$ cat config.mk
export PLATFORM = sky130hd
export DESIGN_NAME = two_class_age_ordered_fifo_unit
export DESIGN_NICKNAME = d
export VERILOG_FILES = /design/src/rtl/tcaf_pkg.sv /design/src/rtl/tcaf_front.sv /design/src/rtl/tcaf_back.sv /design/src/rtl/two_class_age_ordered_fifo_unit.sv
export VERILOG_INCLUDE_DIRS = /design/src /design/src/rtl
export SDC_FILE = /design/constraint.sdc
export NUM_CORES = 2
export LEC_CHECK = 0
export ABC_CLOCK_PERIOD_IN_PS = 3800
export BUFFER_PORTS_ARGS = -buffer_cell sky130_fd_sc_hd__clkbuf_2
export CORE_MARGIN = 3
export CORE_UTILIZATION = 50
export DETAILED_ROUTE_END_ITERATION = 8
export PLACE_DENSITY_LB_ADDON = 0.1
export SLEW_MARGIN = 10
export SYNTH_ARGS = -nofsm -noshare
export SYNTH_HDL_FRONTEND = slang
export SYNTH_SLANG_ARGS = --single-unit
$ cat constraint.sdc
create_clock -name clock -period 3.8 [get_ports clock]
set_clock_uncertainty 0.1 [all_clocks]
set_input_delay 0.19 -clock clock [delete_from_list [all_inputs] [get_ports clock]]
set_output_delay 0.19 -clock clock [all_outputs]
set_load 0.01 [all_outputs]
$ cat src/rtl/two_class_age_ordered_fifo_unit_defines.svh
// assertion macros for the two-class age-ordered fifo unit
// included by the top level; no other dependencies
`ifndef TWO_CLASS_AGE_ORDERED_FIFO_UNIT_DEFINES_SVH
`define TWO_CLASS_AGE_ORDERED_FIFO_UNIT_DEFINES_SVH
`ifndef SYNTHESIS
// same-cycle implication
`define TCAF_ASSERT_IMP(label, clk, rst, ante, cons) \
   label: assert property (@(posedge clk) disable iff (rst) (ante) |-> (cons)) \
      else $error("tcaf same-cycle check failed");
// next-cycle implication
`define TCAF_ASSERT_NXT(label, clk, rst, ante, cons) \
   label: assert property (@(posedge clk) disable iff (rst) (ante) |=> (cons)) \
      else $error("tcaf next-cycle check failed");
`else
`define TCAF_ASSERT_IMP(label, clk, rst, ante, cons)
`define TCAF_ASSERT_NXT(label, clk, rst, ante, cons)
`endif
`endif

$ cat src/rtl/tcaf_pkg.sv
// shared types and constants for the two-class age-ordered fifo unit
// used by tcaf_front, tcaf_back and the top level; no dependencies
package tcaf_pkg;

   // sizes
   localparam int QUEUE_DEPTH = 64;
   localparam int ID_WIDTH    = 16;
   localparam int VAL_W       = 16;
   localparam int TAG_W       = 8;
   localparam int CMDQ_DEPTH  = 2;

   // request kinds on the req_type port
   localparam logic REQ_ENQUEUE = 1'b0;
   localparam logic REQ_DEQUEUE = 1'b1;

   // dequeue selectors
   localparam logic signed [VAL_W-1:0] SEL_ANY = 16'sd0;
   localparam logic signed [VAL_W-1:0] SEL_A   = 16'sd1;
   localparam logic signed [VAL_W-1:0] SEL_B   = -16'sd1;

   // result status codes
   typedef logic [1:0] status_type;
   localparam status_type STAT_ENQUEUED = 2'd0;
   localparam status_type STAT_RELEASED = 2'd1;
   localparam status_type STAT_NONE     = 2'd2;
   localparam status_type STAT_FULL     = 2'd3;

   // classified operation codes
   typedef logic [2:0] op_type;
   localparam op_type OP_ENQ_A    = 3'd0;
   localparam op_type OP_ENQ_B    = 3'd1;
   localparam op_type OP_DEQ_ANY  = 3'd2;
   localparam op_type OP_DEQ_A    = 3'd3;
   localparam op_type OP_DEQ_B    = 3'd4;
   localparam op_type OP_DEQ_NONE = 3'd5;

   // one classified request handed from front to back
   typedef struct packed {
      op_type                   op;
      logic signed [VAL_W-1:0]  id;
   } cmd_type;

endpackage

$ cat src/rtl/tcaf_front.sv
// front end: accepts requests, classifies them and queues the commands
// depends on tcaf_pkg
module tcaf_front (
   input  logic                              clock,
   input  logic                              reset,
   input  logic                              req_valid,
   output logic                              req_ready,
   input  logic                              req_type,
   input  logic signed [tcaf_pkg::VAL_W-1:0] req_item_value,
   output logic                              cmd_valid,
   output tcaf_pkg::cmd_type                 cmd,
   input  logic                              cmd_pop
);
   import tcaf_pkg::*;

   localparam int PTR_W = (CMDQ_DEPTH > 1) ? $clog2(CMDQ_DEPTH) : 1;
   localparam int CNT_W = $clog2(CMDQ_DEPTH + 1);

   cmd_type            new_cmd;
   cmd_type            slot_ff [CMDQ_DEPTH];
   logic [PTR_W-1:0]   wr_ptr_ff, wr_ptr_in;
   logic [PTR_W-1:0]   rd_ptr_ff, rd_ptr_in;
   logic [CNT_W-1:0]   count_ff, count_in;
   logic               push;

   // classify the incoming request
   always_comb begin
      new_cmd.id = req_item_value;
      if (req_type == REQ_ENQUEUE) begin
         if (!req_item_value[VAL_W-1] && (req_item_value != SEL_ANY)) begin
            new_cmd.op = OP_ENQ_A;
         end else begin
            new_cmd.op = OP_ENQ_B;
         end
      end else if (req_item_value == SEL_ANY) begin
         new_cmd.op = OP_DEQ_ANY;
      end else if (req_item_value == SEL_A) begin
         new_cmd.op = OP_DEQ_A;
      end else if (req_item_value == SEL_B) begin
         new_cmd.op = OP_DEQ_B;
      end else begin
         new_cmd.op = OP_DEQ_NONE;
      end
   end

   // command queue control
   assign req_ready = (count_ff != CNT_W'(CMDQ_DEPTH));
   assign cmd_valid = (count_ff != '0);
   assign push      = req_valid && req_ready;
   assign cmd       = slot_ff[rd_ptr_ff];

   always_comb begin
      wr_ptr_in = wr_ptr_ff;
      rd_ptr_in = rd_ptr_ff;
      count_in  = count_ff;
      if (push) begin
         wr_ptr_in = (wr_ptr_ff == PTR_W'(CMDQ_DEPTH - 1)) ? '0 : wr_ptr_ff + 1'b1;
      end
      if (cmd_pop) begin
         rd_ptr_in = (rd_ptr_ff == PTR_W'(CMDQ_DEPTH - 1)) ? '0 : rd_ptr_ff + 1'b1;
      end
      if (push && !cmd_pop) begin
         count_in = count_ff + 1'b1;
      end else if (!push && cmd_pop) begin
         count_in = count_ff - 1'b1;
      end
   end

   always_ff @(posedge clock) begin
      if (reset) begin
         wr_ptr_ff <= '0;
         rd_ptr_ff <= '0;
         count_ff  <= '0;
      end else begin
         wr_ptr_ff <= wr_ptr_in;
         rd_ptr_ff <= rd_ptr_in;
         count_ff  <= count_in;
      end
   end

   // command storage
   always_ff @(posedge clock) begin
      if (push) begin
         slot_ff[wr_ptr_ff] <= new_cmd;
      end
   end

endmodule

$ cat src/rtl/tcaf_back.sv
// back end: two id/tag memories, queue pointers, arrival counter, result register
// depends on tcaf_pkg
module tcaf_back (
   input  logic                                clock,
   input  logic                                reset,
   input  logic                                cmd_valid,
   input  tcaf_pkg::cmd_type                   cmd,
   output logic                                cmd_pop,
   output logic                                rsp_valid,
   input  logic                                rsp_ready,
   output tcaf_pkg::status_type                rsp_status,
   output logic signed [tcaf_pkg::VAL_W-1:0]   rsp_released_id
);
   import tcaf_pkg::*;

   localparam int PTR_W   = $clog2(QUEUE_DEPTH);
   localparam int CNT_W   = $clog2(QUEUE_DEPTH + 1);
   localparam int ENTRY_W = TAG_W + ID_WIDTH;

   localparam logic BK_IDLE = 1'b0;
   localparam logic BK_READ = 1'b1;

   // narrow an incoming id to the stored width
   function automatic logic [ID_WIDTH-1:0] to_store(input logic signed [VAL_W-1:0] v);
      logic signed [31:0] wide;
      wide = 32'(v);
      return ID_WIDTH'(wide);
   endfunction

   // sign-extend a stored id and keep the output width
   function automatic logic signed [VAL_W-1:0] to_out(input logic [ID_WIDTH-1:0] s);
      logic signed [ID_WIDTH-1:0] t;
      logic signed [31:0]         wide;
      t    = s;
      wide = 32'(t);
      return VAL_W'(wide);
   endfunction

   function automatic logic [PTR_W-1:0] ptr_inc(input logic [PTR_W-1:0] p);
      return (p == PTR_W'(QUEUE_DEPTH - 1)) ? '0 : p + 1'b1;
   endfunction

   logic [ENTRY_W-1:0]       mem_a [QUEUE_DEPTH];
   logic [ENTRY_W-1:0]       mem_b [QUEUE_DEPTH];
   logic [ENTRY_W-1:0]       rd_a_ff, rd_b_ff;
   logic [ENTRY_W-1:0]       wr_data;
   logic                     wr_a, wr_b, rd_en;

   logic                     state_ff, state_in;
   op_type                   cur_op_ff, cur_op_in;
   logic [PTR_W-1:0]         head_a_ff, head_a_in, tail_a_ff, tail_a_in;
   logic [PTR_W-1:0]         head_b_ff, head_b_in, tail_b_ff, tail_b_in;
   logic [CNT_W-1:0]         count_a_ff, count_a_in, count_b_ff, count_b_in;
   logic [TAG_W-1:0]         arrival_ff, arrival_in;
   logic                     rsp_valid_ff, rsp_valid_in;
   status_type               rsp_status_ff, rsp_status_in;
   logic signed [VAL_W-1:0]  rsp_id_ff, rsp_id_in;

   logic                     out_free;
   logic                     a_ne, b_ne, a_older, take_a, take_b;
   logic [TAG_W-1:0]         age_diff;

   assign out_free = !rsp_valid_ff || rsp_ready;
   assign wr_data  = {arrival_ff, to_store(cmd.id)};

   // pick which head to release from the registered head entries
   assign a_ne     = (count_a_ff != '0);
   assign b_ne     = (count_b_ff != '0);
   assign age_diff = rd_a_ff[ENTRY_W-1 -: TAG_W] - rd_b_ff[ENTRY_W-1 -: TAG_W];
   assign a_older  = age_diff[TAG_W-1];

   always_comb begin
      take_a = 1'b0;
      take_b = 1'b0;
      case (cur_op_ff)
         OP_DEQ_ANY: begin
            if (a_ne && b_ne) begin
               take_a = a_older;
               take_b = !a_older;
            end else begin
               take_a = a_ne;
               take_b = !a_ne && b_ne;
            end
         end
         OP_DEQ_A: take_a = a_ne;
         OP_DEQ_B: take_b = b_ne;
         default: begin
            take_a = 1'b0;
            take_b = 1'b0;
         end
      endcase
   end

   // sequencer: enqueue in one step, dequeue reads heads then releases
   always_comb begin
      state_in      = state_ff;
      cur_op_in     = cur_op_ff;
      head_a_in     = head_a_ff;
      tail_a_in     = tail_a_ff;
      count_a_in    = count_a_ff;
      head_b_in     = head_b_ff;
      tail_b_in     = tail_b_ff;
      count_b_in    = count_b_ff;
      arrival_in    = arrival_ff;
      rsp_valid_in  = rsp_valid_ff && !rsp_ready;
      rsp_status_in = rsp_status_ff;
      rsp_id_in     = rsp_id_ff;
      wr_a          = 1'b0;
      wr_b          = 1'b0;
      rd_en         = 1'b0;
      cmd_pop       = 1'b0;
      case (state_ff)
         BK_IDLE: begin
            if (cmd_valid && out_free) begin
               cmd_pop = 1'b1;
               case (cmd.op)
                  OP_ENQ_A: begin
                     rsp_valid_in = 1'b1;
                     rsp_id_in    = '0;
                     if (count_a_ff == CNT_W'(QUEUE_DEPTH)) begin
                        rsp_status_in = STAT_FULL;
                     end else begin
                        rsp_status_in = STAT_ENQUEUED;
                        wr_a          = 1'b1;
                        tail_a_in     = ptr_inc(tail_a_ff);
                        count_a_in    = count_a_ff + 1'b1;
                        arrival_in    = arrival_ff + 1'b1;
                     end
                  end
                  OP_ENQ_B: begin
                     rsp_valid_in = 1'b1;
                     rsp_id_in    = '0;
                     if (count_b_ff == CNT_W'(QUEUE_DEPTH)) begin
                        rsp_status_in = STAT_FULL;
                     end else begin
                        rsp_status_in = STAT_ENQUEUED;
                        wr_b          = 1'b1;
                        tail_b_in     = ptr_inc(tail_b_ff);
                        count_b_in    = count_b_ff + 1'b1;
                        arrival_in    = arrival_ff + 1'b1;
                     end
                  end
                  default: begin
                     rd_en     = 1'b1;
                     cur_op_in = cmd.op;
                     state_in  = BK_READ;
                  end
               endcase
            end
         end
         BK_READ: begin
            if (out_free) begin
               rsp_valid_in = 1'b1;
               state_in     = BK_IDLE;
               if (take_a) begin
                  rsp_status_in = STAT_RELEASED;
                  rsp_id_in     = to_out(rd_a_ff[ID_WIDTH-1:0]);
                  head_a_in     = ptr_inc(head_a_ff);
                  count_a_in    = count_a_ff - 1'b1;
               end else if (take_b) begin
                  rsp_status_in = STAT_RELEASED;
                  rsp_id_in     = to_out(rd_b_ff[ID_WIDTH-1:0]);
                  head_b_in     = ptr_inc(head_b_ff);
                  count_b_in    = count_b_ff - 1'b1;
               end else begin
                  rsp_status_in = STAT_NONE;
                  rsp_id_in     = '0;
               end
            end
         end
         default: state_in = BK_IDLE;
      endcase
   end

   // control registers
   always_ff @(posedge clock) begin
      if (reset) begin
         state_ff     <= BK_IDLE;
         head_a_ff    <= '0;
         tail_a_ff    <= '0;
         count_a_ff   <= '0;
         head_b_ff    <= '0;
         tail_b_ff    <= '0;
         count_b_ff   <= '0;
         arrival_ff   <= '0;
         rsp_valid_ff <= 1'b0;
      end else begin
         state_ff     <= state_in;
         head_a_ff    <= head_a_in;
         tail_a_ff    <= tail_a_in;
         count_a_ff   <= count_a_in;
         head_b_ff    <= head_b_in;
         tail_b_ff    <= tail_b_in;
         count_b_ff   <= count_b_in;
         arrival_ff   <= arrival_in;
         rsp_valid_ff <= rsp_valid_in;
      end
   end

   // payload registers
   always_ff @(posedge clock) begin
      cur_op_ff     <= cur_op_in;
      rsp_status_ff <= rsp_status_in;
      rsp_id_ff     <= rsp_id_in;
   end

   // queue a store, registered head read
   always_ff @(posedge clock) begin
      if (wr_a) begin
         mem_a[tail_a_ff] <= wr_data;
      end
      if (rd_en) begin
         rd_a_ff <= mem_a[head_a_ff];
      end
   end

   // queue b store, registered head read
   always_ff @(posedge clock) begin
      if (wr_b) begin
         mem_b[tail_b_ff] <= wr_data;
      end
      if (rd_en) begin
         rd_b_ff <= mem_b[head_b_ff];
      end
   end

   assign rsp_valid       = rsp_valid_ff;
   assign rsp_status      = rsp_status_ff;
   assign rsp_released_id = rsp_id_ff;

endmodule

$ cat src/rtl/two_class_age_ordered_fifo_unit.sv
// Two-class age-ordered fifo. Requests come in on req_* (valid/ready):
// req_type 0 enqueues req_item_value (positive id to queue A, else queue B,
// each tagged with a shared 8-bit arrival count); req_type 1 dequeues with
// selector 0 (older head of either queue), 1 (A only) or -1 (B only).
// Every request gives exactly one response on rsp_* (valid/ready): a status
// (enqueued, released, nothing to release, queue full) and the released id.
// The back end takes one enqueue per cycle while rsp_ready does not stall it;
// a dequeue first reads the head entries of the id/tag memories into
// registers and makes the release decision from them in the next state, so
// no new command is taken until the release is done.
// A 2-entry command queue sits between the request side and the back end,
// so requests keep being taken while a response waits in the output register.
// When the receiver stalls, the response holds and the back end stops; once
// the command queue fills, req_ready drops.
// Synchronous reset empties both queues, clears the arrival count and drops
// rsp_valid; memory contents are not cleared and need no clearing pass.
// depends on tcaf_pkg, tcaf_front, tcaf_back and the assertion macro header
`include "two_class_age_ordered_fifo_unit_defines.svh"
module two_class_age_ordered_fifo_unit (
   input  logic                                clock,
   input  logic                                reset,
   input  logic                                req_valid,
   output logic                                req_ready,
   input  logic                                req_type,
   input  logic signed [tcaf_pkg::VAL_W-1:0]   req_item_value,
   output logic                                rsp_valid,
   input  logic                                rsp_ready,
   output tcaf_pkg::status_type                rsp_status,
   output logic signed [tcaf_pkg::VAL_W-1:0]   rsp_released_id
);
   import tcaf_pkg::*;

   logic    cmd_valid;
   logic    cmd_pop;
   cmd_type cmd;
   logic    rsp_no_release;

   // request side: classify and queue
   tcaf_front u_front (
      .clock          (clock),
      .reset          (reset),
      .req_valid      (req_valid),
      .req_ready      (req_ready),
      .req_type       (req_type),
      .req_item_value (req_item_value),
      .cmd_valid      (cmd_valid),
      .cmd            (cmd),
      .cmd_pop        (cmd_pop)
   );

   // execution side: queues and responses
   tcaf_back u_back (
      .clock           (clock),
      .reset           (reset),
      .cmd_valid       (cmd_valid),
      .cmd             (cmd),
      .cmd_pop         (cmd_pop),
      .rsp_valid       (rsp_valid),
      .rsp_ready       (rsp_ready),
      .rsp_status      (rsp_status),
      .rsp_released_id (rsp_released_id)
   );

   // response that carries no released id
   assign rsp_no_release = rsp_valid && (rsp_status != STAT_RELEASED);

   // checks
   `TCAF_ASSERT_IMP(a_pop_needs_cmd, clock, reset, cmd_pop, cmd_valid)
   `TCAF_ASSERT_NXT(a_reset_clears_rsp, clock, 1'b0, reset, !rsp_valid)
   `TCAF_ASSERT_IMP(a_id_zero, clock, reset, rsp_no_release, rsp_released_id == '0)

endmodule
**After elaboration in Yosys (flattened, before gate mapping)**

Memories as Yosys holds them, arrays and structs flattened. A register that Yosys moved wholly into a read port is not among the register bits.
Cells that the tools add are included.

- Multiplexer cells: 74
- Add/sub/neg operators: 14
- Bitwise gates (word level): 5
- Equal/unequal tests: 26
- Reductions and logical operators: 35

Operators with widths:

| cell | count |
|---|---|
| $mux 16 | 5 |
| $mux 7 | 11 |
| $pmux 16 s2 | 1 |
| $mux 1 | 31 |
| $pmux 7 s2 | 2 |
| $add 6x1->6 const B | 4 |
| $eq 6x6->1 const B | 4 |
| $mux 6 | 4 |
| $ne 2x2->1 const B | 12 |
| $eq 16x1->1 const B | 1 |
| $eq 16x2->1 const B | 1 |
| $logic_not 16->1 | 1 |
| $mux 2 | 8 |
| $mux 8 | 2 |
| $pmux 8 s2 | 1 |
| $reduce_bool 16->1 | 1 |
| $add 7x1->7 const B | 2 |
| $eq 7x7->1 const B | 2 |
| $reduce_bool 7->1 | 2 |
| $sub 7x1->7 const B | 2 |
| $reduce_and 3->1 | 4 |
| $reduce_and 4->1 | 3 |
| $reduce_and 5->1 | 2 |
| $mux 3 | 3 |
| 20 further kinds | 45 |

- Memories: 3
- Bits in writable memories: 3110
- Flip-flop bits (word level): 73
- Input bits: 21
- Output and inout port bits: 20
- Logic and storage cells: 172

Memories:

| name | words | width | rd ports | clocked after Yosys merged registers in | write ports | RTL line | source |
|---|---|---|---|---|---|---|---|
| u_back.mem_a | 64 | 24 | 1 | 1 | 1 | tcaf_back.sv:43 | `logic [ENTRY_W-1:0] mem_a [QUEUE_DEPTH];` |
| u_back.mem_b | 64 | 24 | 1 | 1 | 1 | tcaf_back.sv:44 | `logic [ENTRY_W-1:0] mem_b [QUEUE_DEPTH];` |
| u_front.slot_ff | 2 | 19 | 1 | 1 | 1 | tcaf_front.sv:20 | `cmd_type slot_ff [CMDQ_DEPTH];` |

**Depth between registers and ports, before layout**

- Depth in word-level cells: 9
- Depth in mapped cells: 10
- Depth with buffers taken out: 9

**By module**

Synthesis repeated with hierarchy kept, for this count alone.

- Cells, all modules: 5168
- Area, all modules: 123663.6 um^2

Modules (own cells, without submodules):

| module | area each (um^2) | seq. area each (um^2) | cells each | times used |
|---|---|---|---|---|
| tcaf_back | 121958.2 | 95281.4 | 5068 | 1 |
| tcaf_front | 1705.4 | 1241.2 | 100 | 1 |

**Least setup slack after synthesis**

OpenSTA, ideal clock, no wires.

- Path type: reg2reg
- From: register u_back.state_ff
- To: register u_back.rd_a_ff[0], read port of u_back.mem_a, enable pin
- Arrival: 2.834 ns
- Path slack: 0.413 ns
- Path buffers: 0
- Setup time: 0.454 ns
- Cell stages (with the launch flop): 4
- Period minus slack after synthesis: 3.387 ns
- Data required time: 3.246 ns
- Cells stage by stage: dfxtp_1 > o21ba_2 > nand2_1 > nor2_1

- Word-level cells in the longest chain between the ends: 1

RTL lines:

| what | RTL line | source |
|---|---|---|
| start, declared | tcaf_back.sv:49 | `logic state_ff, state_in;` |
| start signal, assigned | tcaf_back.sv:188 | `state_ff <= state_in;` |
| $mux 1 | tcaf_back.sv:112 | `case (state_ff)` |
| net u_back.rd_en | tcaf_back.sv:47 | `logic wr_a, wr_b, rd_en;` |
| end, declared | tcaf_back.sv:45 | `logic [ENTRY_W-1:0] rd_a_ff, rd_b_ff;` |

The timed path passes the listed nets, and every way through them passes these cells.
A chain may end at the register's enable or synchronous reset.

==> run_results.csv <==
group,metric,value,unit
power,peakVddDrop,0.5435,mV
synthesis,synth-simple-area-share,1.441,%
synthesis,yosysTopAreaCellShare,77.27,%
cts,hold_buffers,36,
flow_run,max_cap_violations,0,
global_routing,grt_max_degree,129,
detailed_routing,wl,306.0,mm
synthesis,seq_area_frac_synth,78.13,%
cts,ctsResizeCount,0,
run_status,outcome,"finished, final reports clean",
floorplanning,die_area,0.2531,mm^2
synthesis,synth_flop_cell,"edfxtp_1",
floorplanning,die_x,503.1,um
worst_setup_path,crit_path_max_incr_delay,0.70,ns
cts,clock-sinks,3232,
timing,drv_slew,0,
cts,path_clk_slew,0.06,ns
worst_setup_path,worstSetupPathType,"register to register",
timing,period_share,90.19,%
synthesis,synth_xor_area_share,0.1985,%
detailed_routing,ant_nets,0,
cts,htree_levels,5,
finish,nets,5687,
synthesis,muxShareOfSynthArea,17.78,%
synthesis,yosysMostFrequentCell,"edfxtp_1",
detailed_routing,drcViolationCount,0,
timing,fmax,291.8,MHz
floorplanning,io_pins,41,
synthesis,synth_adder_area_share,0.2552,%
synthesis,syn_nets,5212,
synthesis,synth_compound_area_share,1.187,%
floorplanning,num_rows,181,
floorplanning,start_util,50.51,%
synthesis,avgSynthCellArea,23.91,um^2
finish,drive_gt1_share,33.08,%
synthesis,synthArstFlopShare,0,%
detailed_routing,drtIter0Drc,6418,
synthesis,synth_seq_cells,3232,
synthesis,syn_area,0.1235,mm^2
timing,fin_hold_ws,0.1278,ns
timing,setup_tns,0,ns
worst_setup_path,arrival,3.90,ns
finish,area_growth,15.04,%
synthesis,yosysUniqueCellTypes,65,
power,power.leakage,44.88,nW
hold_path,hold_class,"input pin to register",
global_routing,grt_overflow,0,
timing,fin_crit,3.427,ns
cts,insertion_delay,0.97,ns
synthesis,yosys_warnings,0,
synthesis,synth_top_family_by_area,"multiplexers",
timing,finalHoldViolations,0,
cts,clockBufferDepth,4,
power,cellPowerDensity,568.3,mW/mm^2
worst_setup_path,cpMaxStageDelayCell,"nand2_1",
cts,post_cts_buffers,0,
detailed_routing,wl_per_cell,33.65,um
global_routing,grt_usage,24.54,%
timing,worst_pin_slew,1.125,ns
detailed_routing,viasPerCell,6.272,
synthesis,synth_edf_count,3179,
placement,port_buffers,40,
placement,gp_congestion,0.8471,
global_routing,grt_pass1_wl,438.2,mm
detailed_routing,vias,57040,
timing,setup_viol,0,
synthesis,syn_inst,5167,
timing,slew_headroom,24.76,%
timing,rsz0062_at_grt,"false",
worst_setup_path,cp.required,4.27,ns
cts,tritoncts,"done",
synthesis,yosysTopAreaCell,"edfxtp_1",
worst_setup_path,end_kind,"register",
global_routing,first_global_vias,58710,
floorplanning,core_area,0.2446,mm^2
cts,clock-root-buffer,"clkbuf_16",
synthesis,synthTopCellsByCount,"3,179 x edfxtp_1, 960 x mux4_2, 192 x nor2_1",
global_routing,antenna_found_initial,7,
worst_setup_path,path_cells,"nor3_1, o211ai_1, nor4_1, nand2_1, nor2_2, buf_4",
floorplanning,die_h,503.1,um
worst_setup_path,path_max_fanout,24,
detailed_routing,drtPass1Iterations,7,
placement,hpwl,167.8,mm
synthesis,synth_top_cells_by_area,"edfxtp_1 77%, mux4_2 18%, dfxtp_1 0.86%",
cts,numCtsBuffers,342,
worst_setup_path,crit_path_start_kind,"register",
## critical path, delay by kind of cell (launching register included)
family / cells / cell delay (ns)
AO/OA/AOI/OAI: 1 / 0.19
AND/OR/NAND/NOR: 4 / 1.87
flip-flops: 1 / 0.42
buffers and inverters: 1 / 0.43
## cell usage in the layout (no fill, tap or decap), types with 61 or more instances in the layout
cell / n
buf_4: 212
clkinv_1: 76
nor2_1: 61
nor2_2: 61
clkbuf_16: 349
nand2_1: 85
mux4_2: 960
clkbuf_1: 83
nor2_4: 71
a22oi_1: 96
buf_12: 111
edfxtp_1: 3179
## cell type report
type / count / area [um^2]
diodes: 4 / 10.01
multi-input cells: 1642 / 26540
fillers: 17410 / 102500
clock inverters: 156 / 1434
inverters: 25 / 93.84
clock buffers: 435 / 9086
well taps: 3202 / 4006
repair buffers: 399 / 4374
flip-flops and latches: 3232 / 96580
## per-stage QoR
stage          power, mW  cell area, um^2  cells  setup slack (ns)  util (%)
2_1_floorplan      46.39           123500   5167            0.4129         -
3_3_place_gp       49.57           131200   8464            0.3702     53.66
3_5_place_dp       49.82           131200   8464            0.3746     53.66
4_1_cts            81.51           142100   9091            0.3548     58.10
5_1_grt            83.30           142100   9092            0.1239     58.11
6_report           80.77           142100   9095            0.3729     58.11
## worst paths after layout
path                           from                        end  slack [ns]  cells after the start
max          u_front.slot_ff[0][18]       u_back.mem_a[32][23]        0.37                      6
max reg2reg  u_front.slot_ff[0][18]       u_back.mem_a[32][23]        0.37                      6
min                       rsp_ready            u_back.state_ff        0.13                      5
min reg2reg       u_back.rd_b_ff[7]  u_back.rsp_released_id[7]        0.42                      1
## layer usage
metal	up-vias	GRT usage, %	part of all wire, %
li1	23180	-	-
met1	31370	35.99	42
met2	2118	39.02	49
met3	374	4.202	6.7
met4	0	6.048	2.2
met5	-	0	0
## power breakdown
| part | switching (mW) | leakage, nW | internal [mW] | total (mW) |
|---|---|---|---|---|
| Combinational | 4.79 | 8.76 | 1.49 | 6.28 |
| Sequential | 0.503 | 31.0 | 42.2 | 42.7 |
| Clock | 13.1 | 5.14 | 18.7 | 31.8 |
## kinds of logic after synthesis
kind of cell / after synthesis
xor+xnor: 28
fa+ha+maj: 24
mux: 992
flops: 3232
simple gates: 393
buf+inv: 293
compound gates: 205
## registers in the layout, summed over array words and instances (netlist names), 7 cells and up, named ones only
register and count:
u_back.arrival_ff 8, u_front.slot_ff 38, u_back.count_b_ff 7, u_back.count_a_ff 7, u_back.rd_a_ff 24, u_back.rsp_released_id 16
u_back.mem_a 1536, u_back.mem_b 1536, u_back.rd_b_ff 24
Note: power is estimated with default switching activity, not from simulation.
